--- src/hdl/fir32_pkg.sv ---
// shared constants and coefficient table for the 32-tap fir filter
// no dependencies; used by fir32_cell and fir_filter_32_tap_fixed_core
package fir32_pkg;

   localparam int TAP_COUNT_DEF   = 32;
   localparam int SAMPLE_BITS_DEF = 12;
   localparam int COEF_LEN        = 32;
   localparam int COEF_BITS       = 16;
   localparam int ACC_BITS        = 32;
   localparam int OUT_SHIFT       = 16;
   localparam int OUT_BITS        = 16;

   typedef logic signed [COEF_BITS-1:0] coef_type;
   typedef logic [ACC_BITS-1:0]         acc_type;

   localparam coef_type COEF_TABLE [COEF_LEN] = '{
      -16'sd5197, -16'sd881,   16'sd412,   16'sd2283,  16'sd4000,  16'sd4783,
       16'sd4082,  16'sd1907, -16'sd1131, -16'sd3979, -16'sd5542, -16'sd5122,
      -16'sd2738,  16'sd838,   16'sd4338,  16'sd6485,  16'sd6485,  16'sd4338,
       16'sd838,  -16'sd2738, -16'sd5122, -16'sd5542, -16'sd3979, -16'sd1131,
       16'sd1907,  16'sd4082,  16'sd4783,  16'sd4000,  16'sd2283,  16'sd412,
      -16'sd881,  -16'sd5197
   };

   // taps past the end of the table have a zero coefficient
   function automatic coef_type coef_at(input int k);
      coef_type c;
      c = '0;
      if (k < COEF_LEN) begin
         c = COEF_TABLE[k];
      end
      return c;
   endfunction

endpackage

--- src/hdl/fir32_cell.sv ---
// one tap of the transposed fir chain: constant multiply, add, partial sum register
// depends on fir32_pkg
module fir32_cell
   import fir32_pkg::*;
#(
   parameter int       SAMPLE_BITS = SAMPLE_BITS_DEF,
   parameter coef_type COEF_VAL    = '0
) (
   input  logic                   clock,
   input  logic                   reset,
   input  logic                   advance,
   input  logic [SAMPLE_BITS-1:0] sample,
   input  acc_type                part_in,
   output acc_type                part_out
);

   localparam int PROD_BITS = COEF_BITS + SAMPLE_BITS + 1;

   logic signed [SAMPLE_BITS:0]   sample_s;
   logic signed [PROD_BITS-1:0]   prod;
   acc_type                       prod_ext;
   acc_type                       part_ff;
   acc_type                       part_in_sum;

   assign sample_s = signed'({1'b0, sample});
   assign prod     = COEF_VAL * sample_s;

   generate
      if (PROD_BITS >= ACC_BITS) begin : g_trunc
         assign prod_ext = prod[ACC_BITS-1:0];
      end else begin : g_sext
         assign prod_ext = {{(ACC_BITS-PROD_BITS){prod[PROD_BITS-1]}}, prod};
      end
   endgenerate

   // accumulator wraps modulo 2^32
   assign part_in_sum = prod_ext + part_in;

   always_ff @(posedge clock) begin
      if (reset) begin
         part_ff <= '0;
      end else if (advance) begin
         part_ff <= part_in_sum;
      end
   end

   assign part_out = part_ff;

endmodule
--- config.mk ---
export PLATFORM = sky130hd
export DESIGN_NAME = fir32_cell
export DESIGN_NICKNAME = d
export VERILOG_FILES = /design/src/hdl/fir32_pkg.sv /design/src/hdl/fir32_cell.sv
export SDC_FILE = /design/constraint.sdc
export NUM_CORES = 1
export LEC_CHECK = 0
export BUFFER_PORTS_ARGS = -buffer_cell sky130_fd_sc_hd__buf_2
export CAP_MARGIN = 15
export CORE_UTILIZATION = 40
export DETAILED_ROUTE_END_ITERATION = 10
export HOLD_SLACK_MARGIN = 0.08
export MAX_ROUTING_LAYER = met4
export PLACE_DENSITY_LB_ADDON = 0.2
export SLEW_MARGIN = 20
export SYNTH_ARGS = -nofsm -noshare
export SYNTH_HDL_FRONTEND = slang
export SYNTH_SLANG_ARGS = --single-unit
--- constraint.sdc ---
create_clock -name clock -period 0.87 [get_ports clock]
set_input_delay 0.1305 -clock clock [delete_from_list [all_inputs] [get_ports clock]]
set_output_delay 0.1305 -clock clock [all_outputs]
set_load 0.005 [all_outputs]
* After elaboration in Yosys (flattened, before gate mapping) *
Index checks and enable logic that the tools add are counted.

storage, ports and cells
  word-level logic and storage cells = 1
  flip-flop bits (word level) = 32

* Logic depth before layout (Yosys ltp) *
  depth after elaboration = 0
  gate-level depth with buffers = 4

* Worst setup path after synthesis *
No wires, ideal clock.

  kind = input to register
  from = in advance
  to = reg part_ff[0], in the netlist part_out[0]
  path buffers = 2
  data arrival time = 596 ps
  slack = 147 ps
  library setup time = 128 ps
  cell stages on the path = 4
  path through = buf_6 > buf_12 > mux2i_1 > nor2_1

RTL lines
  element               line              text
  from (decl)           fir32_cell.sv:11  input logic advance,
  to (signal assigned)  fir32_cell.sv:43  part_ff <= part_in_sum;
  to (decl)             fir32_cell.sv:22  acc_type part_ff;

* Worst setup path in the final report *
  from = reg part_ff[26], in the netlist part_out[26]
  to = out part_out[26]

RTL lines
  element    line              text
  to (decl)  fir32_cell.sv:14  output acc_type part_out

No word-level cell between the ends.

==> impl_metrics.ini <==
[status]
status = finished with violations
violations = negative setup slack

[worst_hold_path]
hold_class = in2reg
whs_endpoint = part_out[12]$_SDFFE_PP0P_
min_path_cells = 3
hp-start = reset

[pwr]
vdd_ir_drop_max_mv = 1.250
power_density_mw_per_mm2 = 1528
leakage_nw = 1.047

[cts]
insertion_delay_ps = 320
clockRootBuffer = clkbuf_4
clk_pin_slew_ps = 90
cts_buffers = 5
cts_tree = done
clk_path_buf_depth = 2
htree_num_levels = 2
clock-sinks = 32

[placed_design]
hpwl_um = 1628
portBuffers = 66
gp_congestion = 0.6407

[timing]
finalClockSkew_ps = 0
slew-limit-headroom_pct = 89.02
period_needed_ps = 900.3
hold_viol_final = 0
setup_slack_ps = -30.28
slew_violations = 0
finalCritPeriodShare_pct = 103.5
worst_pin_slew_ps = 160.1
rsz0062_at_grt = true
fin_setup_tns_ps = -746.7
clock.fmax_ghz = 1.111
setup_viol = 32

[synthesis]
synth_top_area_share_pct = 55.05
synthAdderAreaFrac_pct = 0
synth.area.top_cells = dfxtp_1, mux2i_1, nor2_1
synth_seq_cells = 32
synth_mux_area_share_pct = 27.53
syn_area_per_cell_um2 = 11.30
synth_xor_area_share_pct = 0
syn_nets = 150
yosys.area_share.simple_pct = 10.32
netlist_area_mm2 = 0.001164
synthCells = 103
ys.warnings.count = 0
synthDistinctLibCells = 6
yosysSeqAreaShare_pct = 55.05
synth_compound_area_share_pct = 0
yosysTopAreaCell = dfxtp_1
synth_top_family_by_area = multiplexers

[final_layout]
n_antenna_cell = 0
largest_reg_flops = 32
drive_above_1_share_pct = 53.85
final_common_cell = buf_2
syn2layout_area_growth_pct = 73.23
fillCellCount = 213
final_core_util_pct = 73.09
final_cell_mix = buf_2, mux2i_1, nor2_1, dlygate4sd3_1, dfxtp_2
nets = 255

[grt]
grt_max_degree = 33
grt_pass1_vias = 1152
antenna_found_initial = 0
gr-usage-all-layers_pct = 20.73
gr-total-overflow = 0
grt_pass1_wl_um = 4816

[setup_path]
cp-start-kind = register
r2r_slack_ps = 120
r2r-start = part_out[30]$_SDFFE_PP0P_
cp_max_fo = 2
critPathBufInv = 1
cp.required_ps = 740
worstRegToRegCells = 3
path_delay_family = flip-flops
crit_type = reg2out
end_kind = output port
slowest_delay_ps = 330
r2r_end = part_out[30]$_SDFFE_PP0P_
crit_slowest_cell = dfxtp_2
cp.arrival_ps = 770
path_cells = buf_2

[detailed_routing]
wire_per_inst_um = 12.52
vias = 1103
routed_via_density = 4.615
ant_nets = 0
drt_iter0_drc = 15
wl_um = 2992
first_pass_iters = 4
drc = 0

[die]
die_area_mm2 = 0.003129
core_region_area_mm2 = 0.002758
start_util_pct = 42.20
dieHeight_um = 55.94
row_count = 19
die_w_um = 55.94
boundaryPins = 79

[flow_run]
maxCapViolations = 0
## cells in the mapped netlist
master / instances
buf_12: 3
buf_6: 1
clkbuf_1: 3
dfxtp_1: 32
mux2i_1: 32
nor2_1: 32
## where the power goes
part	internal, mW	leakage [nW]	switching, mW	total [mW]
Sequential	1.57	0.275	0.0485	1.62
Clock	0.458	0.0374	0.455	0.913
Combinational	0.350	0.734	0.199	0.549
## how the worst max path moves through the flow
stage,cells past startpoint,slack [ps],endpoint,from
global route,1,-80,part_out[24],part_out[24]$_SDFFE_PP0P_
global placement,4,50,part_out[27]$_SDFFE_PP0P_,advance
detailed placement,4,10,part_out[28]$_SDFFE_PP0P_,advance
floorplan,4,150,part_out[0]$_SDFFE_PP0P_,advance
CTS,1,-50,part_out[24],part_out[24]$_SDFFE_PP0P_
finish,1,-30,part_out[26],part_out[26]$_SDFFE_PP0P_
## logic make-up after synthesis
| kind of cell | Yosys count |
|---|---|
| DFF | 32 |
| and+or+nand+nor | 32 |
| muxes | 32 |
| buffers and inverters | 7 |
## final cells by class
cell class	instances	area, µm²	area share (%)
Tap cell	31	38.79	1.924
Multi-Input combinational cell	64	440.4	21.85
Sequential cell	32	680.7	33.77
Clock buffer	7	65.06	3.228
Timing Repair Buffer	105	790.8	39.23
## timing repair
| item | in CTS | in global routing |
|---|---|---|
| setup endpoints to repair | 32 | 32 |
| hold buffers | 32 | 0 |
| resized for setup | 30 | 10 |
| setup buffers | 4 | 0 |
| hold endpoints to repair | 32 | 0 |
## routing by layer
layer  GRT usage [%]  vias to the layer above  part of all wire, %
met3           6.977                        9                  4.8
met4           8.362                        0                  2.5
met5               -                        -                    0
met1           20.59                      503                   38
li1                -                      549                    -
met2           37.18                       42                   54
## metrics by stage
stage          total power, mW  worst slack (ps)  std cells  hold WS, ps  area, µm²
2_1_floorplan            1.838             146.8        103        202.9       1164
3_3_place_gp             2.003             49.95        196        364.2       1510
3_5_place_dp             2.018             13.75        196        374.1       1510
4_1_cts                  3.074            -49.32        239        164.1       1963
5_1_grt                  3.246            -76.19        239        167.9       2016
6_report                 3.079            -30.28        239        184.2       2016
Note: power is estimated with default switching activity, not from simulation.
